File: src/rtl/wdf_pkg.sv
`default_nettype none
// ----------------------------------------------------------------------------
// WebSocket deframer package
// Parse phases, frame kinds, length codes and the result record shared by
// the deframer modules.
// ----------------------------------------------------------------------------
package wdf_pkg;

   typedef enum logic [2:0] {
      PH_HDR0 = 3'd0,
      PH_HDR1 = 3'd1,
      PH_EXT  = 3'd2,
      PH_KEY  = 3'd3,
      PH_DATA = 3'd4
   } phase_type;

   typedef enum logic [1:0] {
      KIND_TEXT    = 2'd0,
      KIND_CLOSE   = 2'd1,
      KIND_UNKNOWN = 2'd2
   } kind_type;

   localparam logic [6:0] LEN_CODE16  = 7'd126;
   localparam logic [6:0] LEN_CODE64  = 7'd127;
   localparam logic [3:0] EXT_BYTES16 = 4'd2;
   localparam logic [3:0] EXT_BYTES64 = 4'd8;

   typedef struct packed {
      kind_type    frame_kind;
      logic        final_flag;
      logic        masked_flag;
      logic [7:0]  payload_byte;
      logic        payload_valid;
      logic        frame_last;
   } rsp_type;

endpackage
`default_nettype wire

File: src/rtl/wdf_if.sv
`default_nettype none
// ----------------------------------------------------------------------------
// WebSocket deframer channels
// Byte request channel and frame result channel, valid/ready handshake.
// ----------------------------------------------------------------------------
interface wdf_req_if;
   logic       valid;
   logic       ready;
   logic [7:0] rx_byte;

   modport source (output valid, output rx_byte, input ready);
   modport sink   (input valid, input rx_byte, output ready);
endinterface

interface wdf_rsp_if;
   logic       valid;
   logic       ready;
   logic [1:0] frame_kind;
   logic       final_flag;
   logic       masked_flag;
   logic [7:0] payload_byte;
   logic       payload_valid;
   logic       frame_last;

   modport source (output valid, output frame_kind, output final_flag,
                   output masked_flag, output payload_byte,
                   output payload_valid, output frame_last, input ready);
   modport sink   (input valid, input frame_kind, input final_flag,
                   input masked_flag, input payload_byte,
                   input payload_valid, input frame_last, output ready);
endinterface
`default_nettype wire

File: src/rtl/wdf_parser.sv
`default_nettype none
// ----------------------------------------------------------------------------
// WebSocket deframer parser
// Frame state registers and the single-pass byte parse: header, extended
// length, mask key and payload unmasking.
// ----------------------------------------------------------------------------
module wdf_parser import wdf_pkg::*; (
   input  logic       clock,
   input  logic       reset,
   input  logic       step,
   input  logic [7:0] rx_byte,
   output rsp_type    result,
   output logic       result_valid
);

   phase_type   phase_ff, phase_in;
   logic [3:0]  ext_left_ff, ext_left_in;
   logic [63:0] remaining_ff, remaining_in;
   logic [31:0] key_ff, key_in;
   logic [1:0]  pos_ff, pos_in;
   logic        final_ff, final_in;
   logic        masked_ff, masked_in;
   kind_type    kind_ff, kind_in;

   logic        ext_done;
   logic        key_done;
   logic        rem_zero;
   logic        data_last;
   logic [4:0]  key_shift;
   logic [6:0]  len_code;

   assign ext_done  = (ext_left_ff == 4'd1);
   assign key_done  = (pos_ff == 2'd3);
   assign rem_zero  = (remaining_ff == 64'd0);
   assign data_last = (remaining_ff == 64'd1);
   assign key_shift = {~pos_ff, 3'b000};
   assign len_code  = rx_byte[6:0];

   // next phase
   always_comb begin
      case (phase_ff)
         PH_HDR1: begin
            if (kind_ff != KIND_TEXT) begin
               phase_in = PH_HDR0;
            end else if (len_code == LEN_CODE16 || len_code == LEN_CODE64) begin
               phase_in = PH_EXT;
            end else begin
               phase_in = PH_KEY;
            end
         end
         PH_EXT:  phase_in = ext_done ? PH_KEY : PH_EXT;
         PH_KEY: begin
            if (!key_done) begin
               phase_in = PH_KEY;
            end else if (rem_zero) begin
               phase_in = PH_HDR0;
            end else begin
               phase_in = PH_DATA;
            end
         end
         PH_DATA: phase_in = data_last ? PH_HDR0 : PH_DATA;
         default: phase_in = PH_HDR1;
      endcase
   end

   // datapath and result
   always_comb begin
      ext_left_in  = ext_left_ff;
      remaining_in = remaining_ff;
      key_in       = key_ff;
      pos_in       = pos_ff;
      final_in     = final_ff;
      masked_in    = masked_ff;
      kind_in      = kind_ff;
      result_valid = 1'b0;
      result.frame_kind    = KIND_TEXT;
      result.payload_byte  = 8'd0;
      result.payload_valid = 1'b0;
      result.frame_last    = 1'b0;
      case (phase_ff)
         PH_HDR1: begin
            masked_in = rx_byte[7];
            if (kind_ff != KIND_TEXT) begin
               result_valid      = 1'b1;
               result.frame_kind = kind_ff;
               result.frame_last = 1'b1;
            end else begin
               pos_in = 2'd0;
               if (len_code == LEN_CODE16) begin
                  ext_left_in  = EXT_BYTES16;
                  remaining_in = 64'd0;
               end else if (len_code == LEN_CODE64) begin
                  ext_left_in  = EXT_BYTES64;
                  remaining_in = 64'd0;
               end else begin
                  ext_left_in  = 4'd0;
                  remaining_in = {57'd0, len_code};
               end
            end
         end
         PH_EXT: begin
            remaining_in = {remaining_ff[55:0], rx_byte};
            ext_left_in  = ext_left_ff - 4'd1;
            if (ext_done) begin
               pos_in = 2'd0;
            end
         end
         PH_KEY: begin
            key_in = {key_ff[23:0], rx_byte};
            pos_in = pos_ff + 2'd1;
            if (key_done && rem_zero) begin
               result_valid      = 1'b1;
               result.frame_last = 1'b1;
            end
         end
         PH_DATA: begin
            remaining_in         = remaining_ff - 64'd1;
            pos_in               = data_last ? 2'd0 : pos_ff + 2'd1;
            result_valid         = 1'b1;
            result.payload_byte  = rx_byte ^ key_ff[key_shift +: 8];
            result.payload_valid = 1'b1;
            result.frame_last    = data_last;
         end
         default: begin
            final_in = rx_byte[7];
            if (rx_byte[0]) begin
               kind_in = KIND_TEXT;
            end else if (rx_byte[3]) begin
               kind_in = KIND_CLOSE;
            end else begin
               kind_in = KIND_UNKNOWN;
            end
         end
      endcase
      result.final_flag  = final_in;
      result.masked_flag = masked_in;
   end

   always_ff @(posedge clock) begin
      if (reset) begin
         phase_ff     <= PH_HDR0;
         ext_left_ff  <= 4'd0;
         remaining_ff <= 64'd0;
         key_ff       <= 32'd0;
         pos_ff       <= 2'd0;
         final_ff     <= 1'b0;
         masked_ff    <= 1'b0;
         kind_ff      <= KIND_TEXT;
      end else if (step) begin
         phase_ff     <= phase_in;
         ext_left_ff  <= ext_left_in;
         remaining_ff <= remaining_in;
         key_ff       <= key_in;
         pos_ff       <= pos_in;
         final_ff     <= final_in;
         masked_ff    <= masked_in;
         kind_ff      <= kind_in;
      end
   end

endmodule
`default_nettype wire

File: src/rtl/wdf_out_stage.sv
`default_nettype none
// ----------------------------------------------------------------------------
// WebSocket deframer result register
// Holds one result until the receiver takes it.
// ----------------------------------------------------------------------------
module wdf_out_stage import wdf_pkg::*; (
   input  logic       clock,
   input  logic       reset,
   input  logic       load,
   input  rsp_type    result,
   output logic       busy,
   wdf_rsp_if.source  rsp_if
);

   logic    valid_ff, valid_in;
   rsp_type data_ff;

   always_comb begin
      if (load) begin
         valid_in = 1'b1;
      end else if (rsp_if.ready) begin
         valid_in = 1'b0;
      end else begin
         valid_in = valid_ff;
      end
   end

   always_ff @(posedge clock) begin
      if (reset) begin
         valid_ff <= 1'b0;
      end else begin
         valid_ff <= valid_in;
      end
   end

   always_ff @(posedge clock) begin
      if (load) begin
         data_ff <= result;
      end
   end

   assign busy                 = valid_ff;
   assign rsp_if.valid         = valid_ff;
   assign rsp_if.frame_kind    = data_ff.frame_kind;
   assign rsp_if.final_flag    = data_ff.final_flag;
   assign rsp_if.masked_flag   = data_ff.masked_flag;
   assign rsp_if.payload_byte  = data_ff.payload_byte;
   assign rsp_if.payload_valid = data_ff.payload_valid;
   assign rsp_if.frame_last    = data_ff.frame_last;

endmodule
`default_nettype wire

File: src/rtl/websocket_frame_deframer.sv
`default_nettype none
// ----------------------------------------------------------------------------
// WebSocket frame deframer
// Receive-side frame parser: one stream byte in, at most one result out.
//
// req_if carries one received byte per transfer. rsp_if carries frame
// results: unmasked payload bytes of text frames, one empty last result for
// a zero-length text frame, and one kind result at header byte 1 of close
// and unknown frames. Other header, extended-length and key bytes give no result.
// A byte is held in the input register and then parsed into the result
// register, from which its result shows on rsp_if. Throughput: one byte per
// cycle while rsp_if does not stall; the parse of a byte is a single pass
// through the phase logic and the unmask XOR.
// When rsp_if stalls, the result register holds and one more byte waits in
// the input register; req_if.ready then drops. Bytes that give no result
// still wait for a free result register.
// Reset clears the phase to header byte 0, the length, key and flags, and
// empties both registers.
// ----------------------------------------------------------------------------
module websocket_frame_deframer import wdf_pkg::*; (
   input  logic      clock,
   input  logic      reset,
   wdf_req_if.sink   req_if,
   wdf_rsp_if.source rsp_if
);

   logic       s1_valid_ff, s1_valid_in;
   logic [7:0] s1_byte_ff;
   logic       advance;
   logic       out_busy;
   logic       req_xfer;
   rsp_type    result;
   logic       result_valid;

   assign advance      = s1_valid_ff && (!out_busy || rsp_if.ready);
   assign req_if.ready = !s1_valid_ff || advance;
   assign req_xfer     = req_if.valid && req_if.ready;

   always_comb begin
      if (req_xfer) begin
         s1_valid_in = 1'b1;
      end else if (advance) begin
         s1_valid_in = 1'b0;
      end else begin
         s1_valid_in = s1_valid_ff;
      end
   end

   always_ff @(posedge clock) begin
      if (reset) begin
         s1_valid_ff <= 1'b0;
      end else begin
         s1_valid_ff <= s1_valid_in;
      end
   end

   always_ff @(posedge clock) begin
      if (req_xfer) begin
         s1_byte_ff <= req_if.rx_byte;
      end
   end

   wdf_parser u_parser (
      .clock        (clock),
      .reset        (reset),
      .step         (advance),
      .rx_byte      (s1_byte_ff),
      .result       (result),
      .result_valid (result_valid)
   );

   wdf_out_stage u_out_stage (
      .clock  (clock),
      .reset  (reset),
      .load   (advance && result_valid),
      .result (result),
      .busy   (out_busy),
      .rsp_if (rsp_if)
   );

   a_payload_text: assert property (@(posedge clock) disable iff (reset)
      (rsp_if.valid && rsp_if.payload_valid) |-> (rsp_if.frame_kind == KIND_TEXT))
      else $error("payload byte on a non-text result");

   a_payload_zero: assert property (@(posedge clock) disable iff (reset)
      (rsp_if.valid && !rsp_if.payload_valid) |-> (rsp_if.payload_byte == 8'd0))
      else $error("nonzero payload byte without payload_valid");

   a_no_phantom: assert property (@(posedge clock) disable iff (reset)
      (!advance && !rsp_if.valid) |=> !rsp_if.valid)
      else $error("result appeared without a parsed byte");

endmodule
`default_nettype wire
File: src/flat_wrapper.sv
// flat-port wrapper written by rule: the top's interface ports become plain ports
module websocket_frame_deframer_flat import wdf_pkg::*;
  (clock, reset, req_if_valid, req_if_rx_byte, req_if_ready, rsp_if_valid, rsp_if_frame_kind, rsp_if_final_flag, rsp_if_masked_flag, rsp_if_payload_byte, rsp_if_payload_valid, rsp_if_frame_last, rsp_if_ready);
  wdf_req_if req_if_i ();
  wdf_rsp_if rsp_if_i ();
  input  logic clock;
  input  logic reset;
  input wire logic [$bits(req_if_i.valid)-1:0] req_if_valid;
  input wire logic [$bits(req_if_i.rx_byte)-1:0] req_if_rx_byte;
  output wire logic [$bits(req_if_i.ready)-1:0] req_if_ready;
  output wire logic [$bits(rsp_if_i.valid)-1:0] rsp_if_valid;
  output wire logic [$bits(rsp_if_i.frame_kind)-1:0] rsp_if_frame_kind;
  output wire logic [$bits(rsp_if_i.final_flag)-1:0] rsp_if_final_flag;
  output wire logic [$bits(rsp_if_i.masked_flag)-1:0] rsp_if_masked_flag;
  output wire logic [$bits(rsp_if_i.payload_byte)-1:0] rsp_if_payload_byte;
  output wire logic [$bits(rsp_if_i.payload_valid)-1:0] rsp_if_payload_valid;
  output wire logic [$bits(rsp_if_i.frame_last)-1:0] rsp_if_frame_last;
  input wire logic [$bits(rsp_if_i.ready)-1:0] rsp_if_ready;
  assign req_if_i.valid = req_if_valid;
  assign req_if_i.rx_byte = req_if_rx_byte;
  assign req_if_ready = req_if_i.ready;
  assign rsp_if_valid = rsp_if_i.valid;
  assign rsp_if_frame_kind = rsp_if_i.frame_kind;
  assign rsp_if_final_flag = rsp_if_i.final_flag;
  assign rsp_if_masked_flag = rsp_if_i.masked_flag;
  assign rsp_if_payload_byte = rsp_if_i.payload_byte;
  assign rsp_if_payload_valid = rsp_if_i.payload_valid;
  assign rsp_if_frame_last = rsp_if_i.frame_last;
  assign rsp_if_i.ready = rsp_if_ready;
  websocket_frame_deframer u_core (.clock(clock), .reset(reset), .req_if(req_if_i), .rsp_if(rsp_if_i));
endmodule
File: config.mk
export PLATFORM = sky130hd
export DESIGN_NAME = websocket_frame_deframer_flat
export DESIGN_NICKNAME = d
export VERILOG_FILES = /design/src/rtl/wdf_pkg.sv /design/src/rtl/wdf_if.sv /design/src/rtl/wdf_parser.sv /design/src/rtl/wdf_out_stage.sv /design/src/rtl/websocket_frame_deframer.sv /design/src/flat_wrapper.sv
export SDC_FILE = /design/constraint.sdc
export NUM_CORES = 1
export LEC_CHECK = 0
export BUFFER_PORTS_ARGS = -buffer_cell sky130_fd_sc_hd__buf_2
export CAP_MARGIN = 10
export CORE_ASPECT_RATIO = 0.5
export CORE_MARGIN = 4
export CORE_UTILIZATION = 50
export DETAILED_ROUTE_END_ITERATION = 16
export PLACE_DENSITY = 0.67
export SLEW_MARGIN = 40
export SYNTH_ARGS = -nofsm -noshare
export SYNTH_HDL_FRONTEND = slang
export SYNTH_HIERARCHICAL = 1
export SYNTH_SLANG_ARGS = --single-unit
File: constraint.sdc
create_clock -name clock -period 8.8 [get_ports clock]
set_clock_uncertainty 0.2 [all_clocks]
set_input_delay 2.64 -clock clock [delete_from_list [all_inputs] [get_ports clock]]
set_output_delay 2.64 -clock clock [all_outputs]
set_load 0.005 [all_outputs]
==> metrics <==
area of the mapped netlist 0.00710 sq mm; area taken by flip-flops and latches 0.00288 sq mm; cell at the root of the clock tree sky130_fd_sc_hd__clkbuf_16; Hold WC Path Type reg2reg; GRT Overall Usage 0.257; post-cts repair resize count 0; highest metal layer used by the detailed router met4; cell area after layout roughly 0.008 sq mm; critical path's largest stage delay 0.16 ns; initial cell density of the core 0.517; remaining number of nets flagged by the antenna check after routing 0; final layout net count 873; count of antenna diodes in the layout 0; number of hold buffers added after CTS 0; RSZ-0062 raised after global routing no; maximum count of clock buffers along a single path 2; number of setup violations in the final report 0; required time of the critical path about 6 ns; power density of the placed cells 185 mW/mm^2; number of post-CTS setup repair buffers 0; detailed-placement wirelength estimate approximately 13,000 um; worst-case setup slack after placement 2.92 ns; Most common cell on crit path sky130_fd_sc_hd__buf_2; kind of critical path in2out; global-route wire length before repair between 30,000 and 40,000 um; total power after layout approximately 1.5 mW; Floorplan Core Area 0.0137 sq mm; width of the chip about 180 um; fraction of layout cells with a size suffix above 1 0.121; Final Max Slew Viols 0; standby leakage power ~2.8 nW; initial antenna violation count 0; Hold Path Cell Cnt 2; crit-path max FO 3; Reg clk slew, reported paths around 0.060 ns; final weighted congestion in routability-driven placement 0.935; total negative slack for setup checks 0 ns; achievable frequency ~170 MHz; number of unique standard cell types used by synthesis between 70 and 80; max-cap viol count 0; peak supply drop slightly above 0.0001 V; TritonCTS sink count around 130; final period utilization 0.668; element type at the critical path start input pin; I/O pin count 28; actual transition at the worst max-transition pin around 0.80 ns; number of synthesized flops with an enable pin 22; total of buffers placed on input and output ports 27; first-pass iteration count of the detailed router 5; met3 WL about 2000 um; htree depth 4; drt total wl ~21,000 um; fill count roughly 1.3k; proportion of synthesized chip area in sequential cells 0.406; aggregate global routing overflow 0; result of the run finished clean; Placed Area between 0.007 and 0.008 sq mm; CTS tree yes; headroom to the max-slew limit 0.462; post-route met1 wirelength ~9000 um; final setup margin around 2.9 ns; data arrival at the endpoint of the critical path around 3.0 ns; met2 routed wirelength just over 9000 um; element type at the critical path end output port; minimum period implied by the final worst setup slack between 5 and 6 ns; Die ar. about 0.016 sq mm; clock insertion delay at the later pin of the skew report ~0.42 ns; vias after detailed routing between 6k and 7k; commonest non-fill, non-tap cell in the layout sky130_fd_sc_hd__nand2_1; hold violation count in the final report 0; final hold slack between 0.2 and 0.3 ns; Gate Count Post-Synth approximately 870; Synth async-reset ratio 0; via count of the first global-routing pass roughly 6.4k; via density per instance around 6.5; Placement Rows 30; post-synthesis register bit count around 130; highest-count cells in the layout ignoring fill and taps sky130_fd_sc_hd__nand2_1, sky130_fd_sc_hd__dfxtp_1, sky130_fd_sc_hd__a21oi_1; routed length per instance roughly 20 um; post-synthesis to final-layout area growth 11.4%; yosys warns 6; total area of multi-input combinational cells 0.00395 sq mm; Critical Path, Cell by Cell buf_2, nand3b_4, buf_2; syn nets 883; pin count of the biggest net entering global routing 56; worst reg-to-reg path cell count 6; Starting DRT DRC Count between 900 and 1k; top_reg_cell synth sky130_fd_sc_hd__dfxtp_1; CTS buffer count 17; height of the die a little over 90 um; cell type of the slowest stage on the worst timing path sky130_fd_sc_hd__nand3b_4; DRC 0; mean instance size in the synthesized netlist around 8.2 sq um
## metal layers
metal / track usage / vias to the layer above
li1: - / 3187
met1: 0.356 / 3281
met2: 0.387 / 360
met3: 0.0659 / 42
met4: 0.0927 / 0
met5: 0 / -
## worst max-delay path: cells and delay by family
kind / cells / cell delay, ns
buffers and inverters: 2 / 0.25
AND/OR/NAND/NOR: 1 / 0.16
## sequential cells by signal, indices dropped and copies added (netlist names), 2 cells and up
signal and flops:
u_core/u_out_stage/rsp_if.frame_kind 2, u_core/u_parser/ext_left_ff 4, u_core/u_out_stage/rsp_if.payload_byte 8, u_core/u_parser/phase_ff 3, u_core/u_parser/key_ff 32, u_core/s1_byte_ff 8, u_core/u_parser/pos_ff 2, u_core/u_parser/kind_ff 2
u_core/u_parser/remaining_ff 64
## stage by stage
step,utilization,cells
4_1_cts,0.575,1061
3_5_place_dp,0.532,1029
6_report,0.576,1061
2_1_floorplan,-,866
3_3_place_gp,0.531,1029
5_1_grt,0.576,1061
## where the power goes
| part | total [mW] | switching (mW) | internal [mW] |
|---|---|---|---|
| registers | 0.634 | 0.0102 | 0.624 |
| logic | 0.124 | 0.0843 | 0.0394 |
| clock network | 0.709 | 0.310 | 0.399 |
| total | 1.47 | 0.405 | 1.06 |
## area by class of cell
class	count	share of cell area
Clock buffer	19	0.0587
Clock inverter	13	0.0157
Inverter	13	0.00617
Multi-Input combinational cell	655	0.499
Sequential cell	133	0.364
Tap cell	192	0.0304
Timing Repair Buffer	36	0.0259
## logic make-up after synthesis
kind of cell,count (synthesis),share of synthesized area
compound gates,251,0.224
xor+xnor,14,0.0173
fa+ha+maj,5,0.00881
buf+inv,78,0.0432
flops,133,0.406
mux,19,0.0412
simple gates,366,0.260
## cells in the mapped netlist (all sizes together) (3+ instances only)
cell type,n,area share
a211oi,5,0.0053
a21o,3,0.0032
a21oi,81,0.058
a221oi,3,0.0037
a22oi,16,0.017
a2bb2oi,4,0.0049
a31oi,11,0.0097
a32o,11,0.016
a32oi,9,0.011
and2,8,0.0076
and3,12,0.011
and3b,4,0.0049
buf,7,0.0056
clkbuf,58,0.031
dfxtp,111,0.31
edfxtp,22,0.093
ha,5,0.0088
inv,13,0.0069
mux2i,9,0.013
mux4,8,0.025
nand2,132,0.070
nand2b,7,0.0062
nand3,22,0.016
nand3b,4,0.0060
nand4,12,0.013
nor2,76,0.040
nor2b,4,0.0035
nor3,35,0.026
nor3b,3,0.0032
nor4,18,0.022
o211ai,10,0.011
o21ai,58,0.041
o22ai,16,0.014
o311ai,3,0.0037
o31ai,3,0.0032
or3,9,0.0079
or4,11,0.012
xnor2,13,0.016
## path summary, 6_finish.rpt
check	to	start	slack [ns]
min reg2reg	u_core/u_parser/key_ff[30]	u_core/u_parser/key_ff[30]	0.26
min	u_core/u_parser/key_ff[30]	u_core/u_parser/key_ff[30]	0.26
max reg2reg	u_core/u_out_stage/rsp_if.payload_byte[6]	u_core/u_parser/remaining_ff[13]	4.83
max	req_if_ready	rsp_if_ready	2.92
(Power assumes the default switching activity.)
